--- src/hdl/fsts_pkg.sv ---
// Package for the five-state task scheduler: state codes, action codes and the task state type.
// No dependencies.
`default_nettype none
package fsts_pkg;
   localparam logic [2:0] ST_NOTCREATED = 3'd0;
   localparam logic [2:0] ST_NEW        = 3'd1;
   localparam logic [2:0] ST_READY      = 3'd2;
   localparam logic [2:0] ST_RUN        = 3'd3;
   localparam logic [2:0] ST_BLOCKED    = 3'd4;
   localparam logic [2:0] ST_EXIT       = 3'd5;
   localparam logic [2:0] ST_FINISHED   = 3'd6;
   localparam logic       ACT_LOAD      = 1'b0;
   localparam logic       ACT_TICK      = 1'b1;
   typedef logic [2:0] task_state_type;
endpackage
`default_nettype wire

--- src/hdl/five_state_task_scheduler_fcfs.sv ---
// Five-state FCFS task scheduler. A load request (req_tuser low) writes one byte of the
// burst table (slot 0 start tick, then CPU and I/O bursts alternating). A tick request
// (req_tuser high) walks the tasks in index order. Each task takes these steps: three
// table reads through the single read port, the capture of the last read data, the exit
// check with the decrement write-back, the transition and the step to the next task.
// The very first tick skips the exit check and sends no report. A normal tick runs from
// acceptance through the task walk, a wrap-up step and one report per task before the
// next request can be taken. A tick that finds every task at exit or finished only
// reports. Reports wait while rsp_tready is held low.
// The burst table lives in a synchronous RAM of NUM_TASKS*NUM_SLOTS bytes; per-task
// state, positions and both queues are small register files.
// Depends on fsts_pkg, fsts_table_mem.
`default_nettype none
module five_state_task_scheduler_fcfs
   import fsts_pkg::*;
#(
   parameter int NUM_TASKS = 4,
   parameter int NUM_SLOTS = 8
) (
   input  wire logic        clock,
   input  wire logic        reset,
   input  wire logic        req_tvalid,
   output logic             req_tready,
   input  wire logic [15:0] req_tdata,  // task_req[1:0], slot[4:2], value[12:5]
   input  wire logic        req_tuser,  // action: load or tick
   output logic             rsp_tvalid,
   input  wire logic        rsp_tready,
   output logic [7:0]       rsp_tdata,  // task_index[1:0], task_state[4:2], all_done[5]
   output logic             rsp_tlast   // last report of this tick
);
   localparam int TW  = (NUM_TASKS > 1) ? $clog2(NUM_TASKS) : 1;
   localparam int SW  = $clog2(NUM_SLOTS);
   localparam int PW  = $clog2(NUM_SLOTS + 2);
   localparam int AW  = $clog2(NUM_TASKS * NUM_SLOTS);
   localparam int CW  = $clog2(NUM_TASKS + 1);

   // states of the sequencer
   localparam logic [3:0] S_IDLE = 4'd0, S_RD0 = 4'd1, S_RD1 = 4'd2, S_RD2 = 4'd3,
      S_WAIT = 4'd4, S_EXEC = 4'd5, S_TRAN = 4'd6, S_NEXT = 4'd7, S_OUT = 4'd8,
      S_DONE = 4'd9;

   logic [3:0]  st_ff, st_in;
   logic [TW-1:0] t_ff, t_in;
   logic        first_ff, first_in;      // this tick is the transition-only tick
   logic        skip_ff, skip_in;        // nothing active: report only
   logic [15:0] tick_ff, tick_in;
   task_state_type states_ff [NUM_TASKS];
   task_state_type states_in [NUM_TASKS];
   logic [PW-1:0] pos_ff [NUM_TASKS];
   logic [PW-1:0] pos_in [NUM_TASKS];
   task_state_type shown_ff [NUM_TASKS];
   task_state_type shown_in [NUM_TASKS];
   logic        run_v_ff, run_v_in;
   logic [TW-1:0] run_ff, run_in;
   logic [TW-1:0] rq_ff [NUM_TASKS];
   logic [TW-1:0] rq_in [NUM_TASKS];
   logic [CW-1:0] rcnt_ff, rcnt_in;
   logic [TW-1:0] bq_ff [NUM_TASKS];
   logic [TW-1:0] bq_in [NUM_TASKS];
   logic [CW-1:0] bcnt_ff, bcnt_in;
   logic [7:0]  start_ff, start_in, cur_ff, cur_in, nxt_ff, nxt_in;
   logic        done_ff, done_in;
   logic [TW-1:0] o_ff, o_in;

   // memory port
   logic          wr_en;
   logic [AW-1:0] wr_addr, rd_addr;
   logic [7:0]    wr_data, rd_data;

   fsts_table_mem #(.DEPTH(NUM_TASKS * NUM_SLOTS), .AW(AW)) u_mem (
      .clock, .wr_en, .wr_addr, .wr_data, .rd_addr, .rd_data
   );

   logic       in_act;
   logic [1:0] in_task;
   logic [2:0] in_slot;
   logic [7:0] in_val;
   assign in_act  = req_tuser;
   assign in_task = req_tdata[1:0];
   assign in_slot = req_tdata[4:2];
   assign in_val  = req_tdata[12:5];

   assign req_tready = (st_ff == S_IDLE);
   assign rsp_tvalid = (st_ff == S_OUT);
   assign rsp_tdata  = {2'b00, done_ff, shown_ff[o_ff], 2'(o_ff)};
   assign rsp_tlast  = (o_ff == TW'(NUM_TASKS - 1));

   function automatic logic [AW-1:0] addr_of(input logic [TW-1:0] t, input logic [SW-1:0] s);
      return AW'(t) * AW'(NUM_SLOTS) + AW'(s);
   endfunction

   logic [PW-1:0] p_cur;
   logic          p_ok, p1_ok;
   assign p_cur = pos_ff[t_ff];
   assign p_ok  = (p_cur < PW'(NUM_SLOTS));
   assign p1_ok = (p_cur + PW'(1) < PW'(NUM_SLOTS));

   always_comb begin
      logic any_act;
      logic [7:0] cur;
      logic [TW-1:0] rh, bh;
      logic rne, bne;
      int w;
      task_state_type s;
      logic [PW-1:0] pp;
      st_in = st_ff; t_in = t_ff; first_in = first_ff; skip_in = skip_ff;
      tick_in = tick_ff; states_in = states_ff; pos_in = pos_ff; shown_in = shown_ff;
      run_v_in = run_v_ff; run_in = run_ff; rq_in = rq_ff; rcnt_in = rcnt_ff;
      bq_in = bq_ff; bcnt_in = bcnt_ff; start_in = start_ff; cur_in = cur_ff;
      nxt_in = nxt_ff; done_in = done_ff; o_in = o_ff;
      wr_en = 1'b0; wr_addr = '0; wr_data = in_val; rd_addr = '0;
      any_act = 1'b0;
      for (int k = 0; k < NUM_TASKS; k++) if (states_ff[k] < ST_EXIT) any_act = 1'b1;
      cur = cur_ff; rh = rq_ff[0]; bh = bq_ff[0];
      rne = (rcnt_ff != '0); bne = (bcnt_ff != '0); w = 0; s = states_ff[t_ff];
      pp = p_cur;
      unique case (st_ff)
         S_IDLE: begin
            if (req_tvalid) begin
               if (in_act == ACT_LOAD) begin
                  if (32'(in_task) < NUM_TASKS && 32'(in_slot) < NUM_SLOTS) begin
                     wr_en = 1'b1;
                     wr_addr = addr_of(TW'(in_task), SW'(in_slot));
                  end
               end else begin
                  t_in = '0;
                  first_in = (tick_ff == 16'd0);
                  skip_in = !any_act && (tick_ff != 16'd0);
                  for (int k = 0; k < NUM_TASKS; k++) shown_in[k] = states_ff[k];
                  st_in = skip_in ? S_DONE : S_RD0;
               end
            end
         end
         S_RD0: begin
            rd_addr = addr_of(t_ff, '0);
            st_in = S_RD1;
         end
         S_RD1: begin
            start_in = rd_data;
            rd_addr = addr_of(t_ff, SW'(p_cur));
            st_in = S_RD2;
         end
         S_RD2: begin
            cur_in = p_ok ? rd_data : 8'd0;
            rd_addr = addr_of(t_ff, SW'(p_cur + PW'(1)));
            st_in = S_WAIT;
         end
         S_WAIT: begin
            nxt_in = p1_ok ? rd_data : 8'd0;
            st_in = first_ff ? S_TRAN : S_EXEC;
         end
         S_EXEC: begin
            // exit check, then countdown with write-back
            if (cur_ff == 8'd0 && nxt_ff == 8'd0) begin
               if (s != ST_EXIT && s != ST_FINISHED) begin
                  s = ST_EXIT;
                  w = 0;
                  for (int k = 0; k < NUM_TASKS; k++)
                     if (k < int'(bcnt_ff) && bq_ff[k] != t_ff) begin
                        bq_in[TW'(w)] = bq_ff[k]; w++;
                     end
                  bcnt_in = CW'(w);
                  w = 0;
                  for (int k = 0; k < NUM_TASKS; k++)
                     if (k < int'(rcnt_ff) && rq_ff[k] != t_ff) begin
                        rq_in[TW'(w)] = rq_ff[k]; w++;
                     end
                  rcnt_in = CW'(w);
                  if (run_v_ff && run_ff == t_ff) run_v_in = 1'b0;
               end else s = ST_FINISHED;
            end
            states_in[t_ff] = s;
            shown_in[t_ff] = s;
            if ((s == ST_RUN || (s == ST_BLOCKED && bcnt_in != '0 && bq_in[0] == t_ff))
                && p_ok && cur_ff != 8'd0) begin
               cur_in = cur_ff - 8'd1;
               wr_en = 1'b1;
               wr_addr = addr_of(t_ff, SW'(p_cur));
               wr_data = cur_in;
            end
            st_in = S_TRAN;
         end
         S_TRAN: begin
            rh = rq_ff[0]; bh = bq_ff[0]; rne = (rcnt_ff != '0); bne = (bcnt_ff != '0);
            if (pp < PW'(NUM_SLOTS)) pp = pp + PW'(1);
            case (s)
               ST_NOTCREATED:
                  if (16'(start_ff) <= tick_ff) states_in[t_ff] = ST_NEW;
               ST_NEW: begin
                  if (!run_v_ff && !rne) begin
                     states_in[t_ff] = ST_RUN; run_v_in = 1'b1; run_in = t_ff;
                  end else begin
                     states_in[t_ff] = ST_READY;
                     if (rcnt_ff < CW'(NUM_TASKS)) begin
                        rq_in[rcnt_ff[TW-1:0]] = t_ff; rcnt_in = rcnt_ff + CW'(1);
                     end
                  end
               end
               ST_READY:
                  if (rne && rh == t_ff && !run_v_ff) begin
                     for (int k = 0; k < NUM_TASKS - 1; k++) rq_in[k] = rq_ff[k + 1];
                     rcnt_in = rcnt_ff - CW'(1);
                     states_in[t_ff] = ST_RUN; run_v_in = 1'b1; run_in = t_ff;
                  end
               ST_RUN:
                  if (run_v_ff && run_ff == t_ff && cur_ff == 8'd0) begin
                     states_in[t_ff] = ST_BLOCKED; pos_in[t_ff] = pp; run_v_in = 1'b0;
                     if (bcnt_ff < CW'(NUM_TASKS)) begin
                        bq_in[bcnt_ff[TW-1:0]] = t_ff; bcnt_in = bcnt_ff + CW'(1);
                     end
                  end
               ST_BLOCKED:
                  if (cur_ff == 8'd0 && bne && bh == t_ff) begin
                     for (int k = 0; k < NUM_TASKS - 1; k++) bq_in[k] = bq_ff[k + 1];
                     bcnt_in = bcnt_ff - CW'(1);
                     if (rcnt_ff < CW'(NUM_TASKS)) begin
                        rq_in[rcnt_ff[TW-1:0]] = t_ff; rcnt_in = rcnt_ff + CW'(1);
                     end
                     states_in[t_ff] = ST_READY; pos_in[t_ff] = pp;
                  end
               ST_EXIT: states_in[t_ff] = ST_FINISHED;
               default: ;
            endcase
            st_in = S_NEXT;
         end
         S_NEXT: begin
            if (t_ff == TW'(NUM_TASKS - 1)) st_in = S_DONE;
            else begin
               t_in = t_ff + TW'(1); st_in = S_RD0;
            end
         end
         S_DONE: begin
            if (tick_ff != 16'hFFFF) tick_in = tick_ff + 16'd1;
            done_in = !any_act;
            o_in = '0;
            st_in = first_ff ? S_IDLE : S_OUT;
         end
         S_OUT: begin
            if (rsp_tready) begin
               if (o_ff == TW'(NUM_TASKS - 1)) st_in = S_IDLE;
               else o_in = o_ff + TW'(1);
            end
         end
         default: st_in = S_IDLE;
      endcase
   end

   always_ff @(posedge clock) begin
      if (reset) begin
         st_ff <= S_IDLE; t_ff <= '0; first_ff <= 1'b0; skip_ff <= 1'b0;
         tick_ff <= '0; run_v_ff <= 1'b0; run_ff <= '0; rcnt_ff <= '0; bcnt_ff <= '0;
         done_ff <= 1'b0; o_ff <= '0;
         for (int k = 0; k < NUM_TASKS; k++) begin
            states_ff[k] <= ST_NOTCREATED; pos_ff[k] <= PW'(1);
         end
      end else begin
         st_ff <= st_in; t_ff <= t_in; first_ff <= first_in; skip_ff <= skip_in;
         tick_ff <= tick_in; run_v_ff <= run_v_in; run_ff <= run_in;
         rcnt_ff <= rcnt_in; bcnt_ff <= bcnt_in; done_ff <= done_in; o_ff <= o_in;
         states_ff <= states_in; pos_ff <= pos_in;
      end
   end

   always_ff @(posedge clock) begin
      rq_ff <= rq_in; bq_ff <= bq_in; shown_ff <= shown_in;
      start_ff <= start_in; cur_ff <= cur_in; nxt_ff <= nxt_in;
   end
endmodule
`default_nettype wire

--- src/hdl/fsts_table_mem.sv ---
// Burst table memory: one write port, one read port, registered read data.
// Depends on nothing.
`default_nettype none
module fsts_table_mem #(
   parameter int DEPTH = 32,
   parameter int AW    = 5
) (
   input  wire logic          clock,
   input  wire logic          wr_en,
   input  wire logic [AW-1:0] wr_addr,
   input  wire logic [7:0]    wr_data,
   input  wire logic [AW-1:0] rd_addr,
   output logic [7:0]         rd_data
);
   logic [7:0] mem [DEPTH];
   always_ff @(posedge clock) begin
      if (wr_en) mem[wr_addr] <= wr_data;
      rd_data <= mem[rd_addr];
   end
endmodule
`default_nettype wire

--- config.mk ---
export PLATFORM = sky130hd
export DESIGN_NAME = five_state_task_scheduler_fcfs
export DESIGN_NICKNAME = d
export VERILOG_FILES = /design/src/hdl/fsts_pkg.sv /design/src/hdl/five_state_task_scheduler_fcfs.sv /design/src/hdl/fsts_table_mem.sv
export SDC_FILE = /design/constraint.sdc
export NUM_CORES = 1
export LEC_CHECK = 0
export BUFFER_PORTS_ARGS = -buffer_cell sky130_fd_sc_hd__buf_2
export CAP_MARGIN = 20
export CORE_UTILIZATION = 42
export DETAILED_ROUTE_END_ITERATION = 8
export HOLD_SLACK_MARGIN = 0.1
export PLACE_DENSITY = 0.54
export SLEW_MARGIN = 20
export SYNTH_ARGS = -nofsm -noshare
export SYNTH_HDL_FRONTEND = slang
export SYNTH_HIERARCHICAL = 1
export SYNTH_SLANG_ARGS = --single-unit
--- constraint.sdc ---
create_clock -name clock -period 5.35 [get_ports clock]
set_clock_uncertainty 0.15 [all_clocks]
set_input_delay 1.3375 -clock clock [delete_from_list [all_inputs] [get_ports clock]]
set_output_delay 1.3375 -clock clock [all_outputs]
set_load 0.05 [all_outputs]
==> results of run 1 <==
==> kinds of logic (layout without fill, tap and decap cells) <==
group,after synthesis,count (layout)
flops,379,379
fa+ha+maj,38,38
xor+xnor,51,51
mux,127,127
other cells,1,2
simple gates,372,372
compound gates,203,203
buf+inv,107,172
==> power breakdown <==
group          total, mW  switching (mW)  leakage [nW]  internal [mW]
registers           3.27          0.0300          3.34           3.24
logic              0.492           0.285          2.46          0.207
clock network       2.86            1.20         0.667           1.66
total               6.62            1.51          6.47           5.11
==> cell usage after synthesis (27+ instances only) <==
library cell    n  area (µm²)
ha_1           38       475.5
nor2_1        133       499.2
dfxtp_1        71        1421
mux2i_1        27       270.3
a21oi_1        66       330.3
clkbuf_1       46       172.7
xnor2_1        32       280.3
nand2_1        68       255.2
edfxtp_1      308        9249
nand3_1        49       245.2
inv_1          33       123.9
mux4_2         90        2027
==> path summary, 6_finish.rpt <==
kind | start | end | slack (ps) | depth (start not counted)
worst max-delay path | t_ff[0]$_SDFFE_PP0P_ | u_mem/mem[16][6]$_DFFE_PP_ | 980 | 8
worst min-delay path | pos_ff[0]$_SDFFE_PP1P_ | pos_ff[0]$_SDFFE_PP1P_ | 320 | 1
worst max register to register | t_ff[0]$_SDFFE_PP0P_ | u_mem/mem[16][6]$_DFFE_PP_ | 980 | 8
worst min register to register | pos_ff[0]$_SDFFE_PP1P_ | pos_ff[0]$_SDFFE_PP1P_ | 320 | 1
==> sequential cells by signal, indices dropped and copies added (netlist names) <==
register	cells
shown_ff	12
u_mem/rd_data	8
cur_ff	8
run_ff	2
bcnt_ff	3
bq_ff	8
o_ff	2
t_ff	2
nxt_ff	8
u_mem/mem	256
start_ff	8
run_v_ff	1
tick_ff	16
done_ff	1
first_ff	1
st_ff	4
rcnt_ff	3
states_ff	12
pos_ff	16
rq_ff	8
==> per-stage QoR <==
stage | setup slack [ps] | total power [mW] | instance area, µm²
after floorplan | 1081 | 3.689 | 17610
after global routing | 783.3 | 6.843 | 19790
after global placement | 1004 | 3.829 | 18420
after CTS | 1008 | 6.699 | 19790
final | 984.5 | 6.621 | 19790
after detailed placement | 1002 | 3.836 | 18420
==> final cells by class <==
type	instances	share of cell area (%)
multi-input combinational	793	33.00
clock inverter	21	1.164
inverter	33	0.6261
sequential	379	53.94
tap	532	3.364
timing repair buffer	62	2.150
clock buffer	56	5.755
==> metal layers <==
| metal | vias to the layer above | global-route usage (%) |
|---|---|---|
| li1 | 4965 | - |
| met1 | 5335 | 25.79 |
| met2 | 198 | 32.24 |
| met3 | 54 | 2.575 |
| met4 | 0 | 5.813 |
| met5 | - | 0 |
==> cell usage in the layout, fill, tap and decap left out, drive strengths merged, types with 6 or more instances in the layout <==
cell,count
edfxtp,308
a21oi,67
and3,6
nand2,68
buf,62
a22o,17
nor2,133
mux2i,27
nand3b,10
o211ai,8
nor2b,15
a31oi,9
clkinv,17
a211oi,12
or2,7
mux4,90
nand4,6
nand3,49
dfxtp,71
inv,33
o22ai,16
xnor2,32
or3,8
xor2,19
nor4,9
nand2b,21
a211o,9
mux2,10
clkbuf,56
o21ai,24
o21a,9
nor3,27
ha,38
==> results.yml, run 1 <==
run_status:
  status: "finished, violations left"
  violations: "DRC"
detailed_routing:
  remaining_drc_errors: 3
  wl_per_cell_um: 21.09
  drt-initial-drc-count: 821
  routed_wl_mm: 39.56
  postRouteAntennaNets: 0
  vias_per_cell: 5.625
  wl_met2_mm: 19.36
  vias: 10550
  dr_wl_met3_mm: 1.508
  dr.max_layer_used: "met4"
  met1_length_mm: 17.87
  drt_pass1_iterations: 9
layout:
  final_util_pct: 48.13
  regArea_um2: 10670
  diodes: 0
  syn_to_final_growth_pct: 12.40
  drive_above_1_share_pct: 19.05
  n_fill_cell: 3656
  multi_input_area_um2: 6530
  instances_no_fill: 1876
  layout.nets: 1370
logic_synthesis:
  yosys_warnings: 6
  ys_ff_latch: 379
  synthCells: 1278
  ys_types: 63
  synth_area_um2: 17600
  yosys_most_used_dff: "edfxtp_1"
  synthSimpleGateAreaFrac_pct: 10.12
  syn_area_per_cell_um2: 13.77
  synthMuxAreaShare_pct: 13.69
  async_flop_share_pct: 0
  ys_seq_area_share_pct: 60.62
  synth_top_family_by_area: "multiplexers"
  synth_compound_area_share_pct: 7.677
  synthXorXnorAreaFrac_pct: 2.538
  synth_fa_ha_area_share_pct: 2.701
  synth_edf_count: 308
run:
  maxCapViolCount: 0
global_routing:
  grt_pass1_wl_mm: 61.86
  grt_overflow_total: 0
  grt_max_degree: 69
  grt_pass1_vias: 10530
  antenna_found_initial: 0
  grt_util_all_layers_pct: 19.14
sta:
  final_max_slew_viol_count: 0
  setup_viol: 0
  maxSlewHeadroom_pct: 39.15
  hold_viol_final: 0
  finalSetupTns_ps: 0
  worst_slew_pin_slew_ps: 912.7
  fmax_mhz: 229.1
  rsz0062_at_grt: "no"
  period_needed_ps: 4365
  whs_ps: 317.5
  finalCritPeriodShare_pct: 81.60
power:
  leakagePower_nw: 6.473
  max-vdd-ir-drop_mv: 0.2954
  power-per-cell-area_nw_per_um2: 334.6
worst_setup_path:
  cp_top_family: "simple AND/OR/NAND/NOR gates"
  crit_chain: "buf_4 -> mux4_2 -> nand3b_1 -> o31a_1 -> nor4_4 -> a22o_1 -> or3b_2 -> nor2_1"
  worst_path_largest_cell_delay_ps: 720
  endpoint_kind: "register"
  worst_setup_path_start_kind: "register"
  crit_buf_inv: 1
  crit_fanout: 17
  worstSetupPathType: "register to register"
  crit_path_top_delay_cell: "mux4_2"
  critical_path_required_ps: 5390
  critical_path_arrival_ps: 4400
placed_design:
  dp.cells: 1799
  gp_congestion: 0.8193
  portBuffers: 26
  dp_hpwl_mm: 25.76
clock_tree:
  cts_setup_buffers: 0
  root_buffer: "clkbuf_16"
  cts.sinks: 379
  cts_hold_buf: 0
  numCtsBuffers: 42
  cts.repair.resized: 0
  clock_latency_ps: 570
  cts_tree: "done"
  htreeDepth: 2
  path_clk_slew_ps: 60
  clock_path_buffers: 3
floorplan:
  die_w_um: 206.7
  ios: 32
  core_um2: 41110
  die_area_um2: 42730
  rows: 74
  die_h_um: 206.7
  initial_core_util_pct: 42.82
hold_path:
  worstHoldPathType: "register to register"
Power figures use the tool's default switching activity.
==> inputs of run 2 (changes only) <==
Settings changed: ABC_AREA set to 1, PLACE_DENSITY 0.54 to 0.56.
Clock period 5.35 ns to 4 ns, I/O delays scaled along.
==> results.yml, run 2 <==
logic_synthesis:
  synth_area_um2: 18800
  synth_edf_count: 308
  yosys_warnings: 6
  yosys.area.top_type_share_pct: 49.19
  yosysMostFrequentCell: "nand2_1"
  synthCells: 2042
  async_flop_share_pct: 0
  ys_types: 52
  syn_area_per_cell_um2: 9.207
  synth_area_leader_cell: "edfxtp_1"
  synth_common_cells: "627 x nand2_1, 308 x edfxtp_1, 259 x nand3_1"
  ys_ff_latch: 379
  synthTopCellsByArea: "edfxtp_1 49%, nand2_1 13%, dfxtp_1 7.6%, nand3_1 6.9%, inv_1 3.1%"
  ys_seq_area_share_pct: 56.75
  yosys_most_used_dff: "edfxtp_1"
global_routing:
  grt_util_all_layers_pct: 21.14
  grt_overflow_total: 0
  grt_max_degree: 81
  grt_pass1_vias: 13480
  grt_pass1_wl_mm: 74.24
  antenna_found_initial: 0
floorplan:
  die_area_um2: 45610
  rows: 77
  initial_core_util_pct: 42.51
  ios: 32
  core_um2: 44220
  die_h_um: 213.6
  die_w_um: 213.6
worst_setup_path:
  endpoint_kind: "register"
  worstSetupPathType: "register to register"
  worst_setup_path_start_kind: "register"
  critical_path_required_ps: 4290
  crit_fanout: 64
  critical_path_arrival_ps: 4020
placed_design:
  dp.cells: 2650
  post-place-ws_ps: 131.4
  portBuffers: 26
  place_area_um2: 19730
  dp_hpwl_mm: 31.42
  gp_congestion: 0.9033
power:
  leakagePower_nw: 8.245
  max-vdd-ir-drop_mv: 0.3439
  seqPwrFrac_pct: 46.2
  combPwrFrac_pct: 11.9
  power-per-cell-area_nw_per_um2: 449.8
  power_switching_mw: 2.497
  p_int_mw: 7.055
  p_sw_share_pct: 26.14
  clock_power_share_pct: 41.9
layout:
  instances_no_fill: 2731
  largest_reg_flops: 256
  layout.nets: 2165
  final_common_cell: "nand2_1"
  syn_to_final_growth_pct: 12.96
  design_area_um2: 21240
  diodes: 0
  n_fill_cell: 4160
  final_cell_mix: "623 x nand2_1, 308 x edfxtp_1, 254 x nand3_1"
  drive_above_1_share_pct: 11.73
  regMostFlops: "u_mem/mem"
  top_regs: "u_mem/mem: 256 flops, pos_ff: 16 flops, tick_ff: 16 flops"
clock_tree:
  root_buffer: "clkbuf_16"
  clock_path_buffers: 3
  htreeDepth: 2
  path_clk_slew_ps: 60
  numCtsBuffers: 43
  cts_hold_buf: 0
  cts.sinks: 379
  cts_tree: "done"
  clock_latency_ps: 570
sta:
  setup_viol: 0
  worst_slew_pin_slew_ps: 835.0
  fmax_mhz: 267.9
  period_needed_ps: 3733
  finalCritPeriodShare_pct: 93.32
  hold_viol_final: 0
  maxSlewHeadroom_pct: 44.13
  fin_ws_ps: 267.2
  rsz0062_at_grt: "no"
  finalSetupTns_ps: 0
  final_max_slew_viol_count: 0
detailed_routing:
  postRouteAntennaNets: 0
  vias: 14370
  wl_per_cell_um: 17.56
  remaining_drc_errors: 0
  drt_pass1_iterations: 8
  routed_wl_mm: 47.95
  drt-initial-drc-count: 1181
  vias_per_cell: 5.263
run_status:
  status: "finished, final reports clean"
hold_path:
  worstHoldPathType: "register to register"
run:
  maxCapViolCount: 0
[run 2: cell types whose count changed in the layout (fill, tap and decap cells not counted), sizes merged, moves of 21 or more]
| cell | before | now |
|---|---|---|
| buf | 62 | 109 |
| inv | 33 | 163 |
| mux2i | 27 | 0 |
| mux4 | 90 | 0 |
| nand2 | 68 | 643 |
| nand2b | 21 | 0 |
| nand3 | 49 | 276 |
| o21ai | 24 | 100 |
| xnor2 | 32 | 9 |
[run 2: logic make-up (layout without fill, tap and decap cells)]
logic type                 after synthesis  in the layout  share of synthesized area, %
adders and majority gates               38             38                         2.529
buffers and inverters                  252            348                         6.602
AOI/OAI and AO/OA                      267            267                         8.306
other                                    1              2                       0.01995
DFF                                    379            379                         56.75
xor gates and xnor gates                15             15                        0.6988
and+or+nand+nor                       1090           1090                         25.09
[run 2: final timing paths]
path / from / to / slack [ps] / cells past startpoint
setup / recovery: t_ff[0]$_SDFFE_PP0P_ / u_mem/rd_data[4]$_DFF_P_ / 270 / 16
hold / removal: u_mem/rd_data[3]$_DFF_P_ / start_ff[3]$_DFFE_PP_ / 290 / 0
setup reg to reg: t_ff[0]$_SDFFE_PP0P_ / u_mem/rd_data[4]$_DFF_P_ / 270 / 16
hold reg to reg: u_mem/rd_data[3]$_DFF_P_ / start_ff[3]$_DFFE_PP_ / 290 / 0
[run 2: per-layer routing]
| layer | routed length (µm) | global-route usage, % | vias up |
|---|---|---|---|
| met1 | 21720 | 28.25 | 6821 |
| li1 | - | - | 7103 |
| met4 | 1163 | 6.355 | 0 |
| met5 | 0 | 0 | - |
| met2 | 22680 | 35.21 | 363 |
| met3 | 2385 | 3.500 | 85 |
[run 2: layout make-up]
type	instances	area (µm²)	area share, %
clock buffer	59	1199	5.644
clock inverter	19	225.2	1.061
inverter	161	610.6	2.875
multi-input combinational	1412	6982	32.88
sequential	379	10670	50.26
tap	592	740.7	3.488
timing repair buffer	109	807.0	3.800
[run 2: critical path: stages, from the launching register on]
cell and delay (ps):
dfxtp_2 450, buf_4 280, buf_4 280, o21ai_0 150, nand2_1 140, inv_1 110
ha_1 280, inv_1 60, o22ai_4 190, buf_4 660, nand3_1 140, nand3_1 190
nand2_1 120, nand2_1 80, nand2_1 80, nand2_1 70, nand2_1 100
[run 2: metrics by stage]
step | utilization, % | hold WS (ps) | power, mW
2_1_floorplan | - | 258.2 | 5.327
3_3_place_gp | 44.62 | 271.1 | 5.600
3_5_place_dp | 44.62 | 279.0 | 5.620
4_1_cts | 47.84 | 292.9 | 9.625
5_1_grt | 48.02 | 309.1 | 9.915
6_report | 48.02 | 289.2 | 9.552
[run 2: power by group through the flow]
stage | combinational (mW) | clock, mW | sequential [mW]
6_report | 1.14 | 4.00 | 4.42
5_1_grt | 1.26 | 4.23 | 4.42
4_1_cts | 1.13 | 4.09 | 4.41
3_5_place_dp | 1.12 | 0 | 4.50
3_3_place_gp | 1.10 | 0 | 4.50
2_1_floorplan | 0.849 | 0 | 4.48
[run 2: what timing repair did]
| item | 4_1_cts | 5_1_grt |
|---|---|---|
| endpoints found under the setup margin | 0 | 294 |
| buffers inserted | 0 | 3 |
| resized for setup | 0 | 18 |
==> inputs of run 3 (changes only) <==
Settings changed: CORE_UTILIZATION 42 to 43, PLACE_DENSITY 0.56 to 0.57.
==> results.yml, run 3 (synthesis results as in run 2) <==
floorplan:
  die_w_um: 211.1
  core_um2: 43080
  ios: 32
  initial_core_util_pct: 43.64
  die_h_um: 211.1
  rows: 76
  die_area_um2: 44560
detailed_routing:
  drt_pass1_iterations: 5
  routed_wl_mm: 47.04
  vias_per_cell: 5.195
  drt-initial-drc-count: 1321
  vias: 14160
  wl_per_cell_um: 17.26
  postRouteAntennaNets: 0
  remaining_drc_errors: 0
worst_setup_path:
  rrSetupSlack_ps: 260
  worstSetupPathType: "register to register"
  critical_path_arrival_ps: 3850
  crit_fanout: 10
  critical_path_required_ps: 4110
  endpoint_kind: "register"
  worst_setup_path_start_kind: "register"
sta:
  final_max_slew_viol_count: 0
  maxSlewHeadroom_pct: 44.34
  whs_ps: 289.0
  hold_viol_final: 0
  fmax_mhz: 267.5
  finalCritPeriodShare_pct: 93.46
  worst_slew_pin_slew_ps: 831.8
  setup_viol: 0
  finalSetupTns_ps: 0
  rsz0062_at_grt: "no"
  fin_ws_ps: 261.4
  period_needed_ps: 3739
power:
  p_sw_share_pct: 26.30
  power_switching_mw: 2.411
  p_int_mw: 6.755
  clock_power_share_pct: 39.5
  power-per-cell-area_nw_per_um2: 434.4
  max-vdd-ir-drop_mv: 0.3421
  combPwrFrac_pct: 12.4
  power_mw: 9.167
  leakagePower_nw: 8.175
  seqPwrFrac_pct: 48.2
clock_tree:
  cts_hold_buf: 0
  clock_path_buffers: 3
  htreeDepth: 2
  cts_tree: "done"
  numCtsBuffers: 41
  cts.sinks: 379
  path_clk_slew_ps: 60
  clock_latency_ps: 550
  root_buffer: "clkbuf_16"
layout:
  syn_to_final_growth_pct: 12.23
  drive_above_1_share_pct: 11.68
  top_regs: "u_mem/mem: 256 flops, pos_ff: 16 flops, tick_ff: 16 flops"
  final_common_cell: "nand2_1"
  layout.nets: 2166
  final_cell_mix: "623 x nand2_1, 308 x edfxtp_1, 252 x nand3_1"
  diodes: 0
  final_util_pct: 48.98
  regMostFlops: "u_mem/mem"
  instances_no_fill: 2725
  design_area_um2: 21100
  largest_reg_flops: 256
global_routing:
  grt_pass1_wl_mm: 74.48
  grt_util_all_layers_pct: 21.37
  grt_max_degree: 81
  grt_pass1_vias: 13770
  grt_overflow_total: 0
  antenna_found_initial: 0
placed_design:
  place_area_um2: 19750
  dp.cells: 2647
  gp_congestion: 0.9048
  dp_hpwl_mm: 31.14
  portBuffers: 26
  post-place-ws_ps: 64.47
hold_path:
  worstHoldPathType: "register to register"
run:
  maxCapViolCount: 0
run_status:
  status: "finished, final reports clean"
[run 3: layer usage]
metal | track usage (%) | share of wire (%) | routed length, µm
met5 | 0 | 0 | 0
met4 | 7.621 | 3.3 | 1545
met3 | 2.810 | 4.8 | 2262
met2 | 35.45 | 47 | 22030
met1 | 28.65 | 45 | 21200
[run 3: final timing paths]
check        cells past startpoint                     start                         to
max reg2reg                     23   bcnt_ff[1]$_SDFFE_PP0P_  u_mem/mem[4][4]$_DFFE_PP_
max                             23   bcnt_ff[1]$_SDFFE_PP0P_  u_mem/mem[4][4]$_DFFE_PP_
min                              0  u_mem/rd_data[3]$_DFF_P_      start_ff[3]$_DFFE_PP_
min reg2reg                      0  u_mem/rd_data[3]$_DFF_P_      start_ff[3]$_DFFE_PP_
[run 3: cell type report]
type | count | area (µm²)
Timing Repair Buffer | 112 | 825.8
Fill cell | 4069 | 21980
Clock buffer | 54 | 1096
Inverter | 161 | 610.6
Sequential cell | 379 | 10670
Tap cell | 585 | 732.0
Clock inverter | 22 | 178.9
Multi-Input combinational cell | 1412 | 6985
[run 3: worst max-delay path, stage by stage (launching register included)]
cell	delay, ps
dfxtp_1	330
inv_1	60
ha_1	190
inv_2	90
o21ai_0	130
nor2_2	240
ha_1	310
nand3_2	150
nand2_2	120
nor2_4	130
nand2_1	70
nand2_1	80
nand2_1	70
nand2_1	90
nor2_2	50
nor2_2	80
nand3_2	100
nand2_4	170
nand2_8	100
nand2_2	100
nand3_1	90
buf_4	200
nor2_1	130
buf_4	190
[run 3: what timing repair did]
item	in CTS	in global routing
setup buffers	0	2
resized for setup	0	18
endpoints found under the hold margin	0	0
setup endpoints to repair	0	256
[run 3: power by group through the flow]
stage	logic (mW)	clock network [mW]	registers, mW
floorplan	0.849	0	4.48
global route	1.27	3.85	4.42
finish	1.13	3.62	4.42
CTS	1.13	3.71	4.41
detailed placement	1.12	0	4.50
global placement	1.11	0	4.50
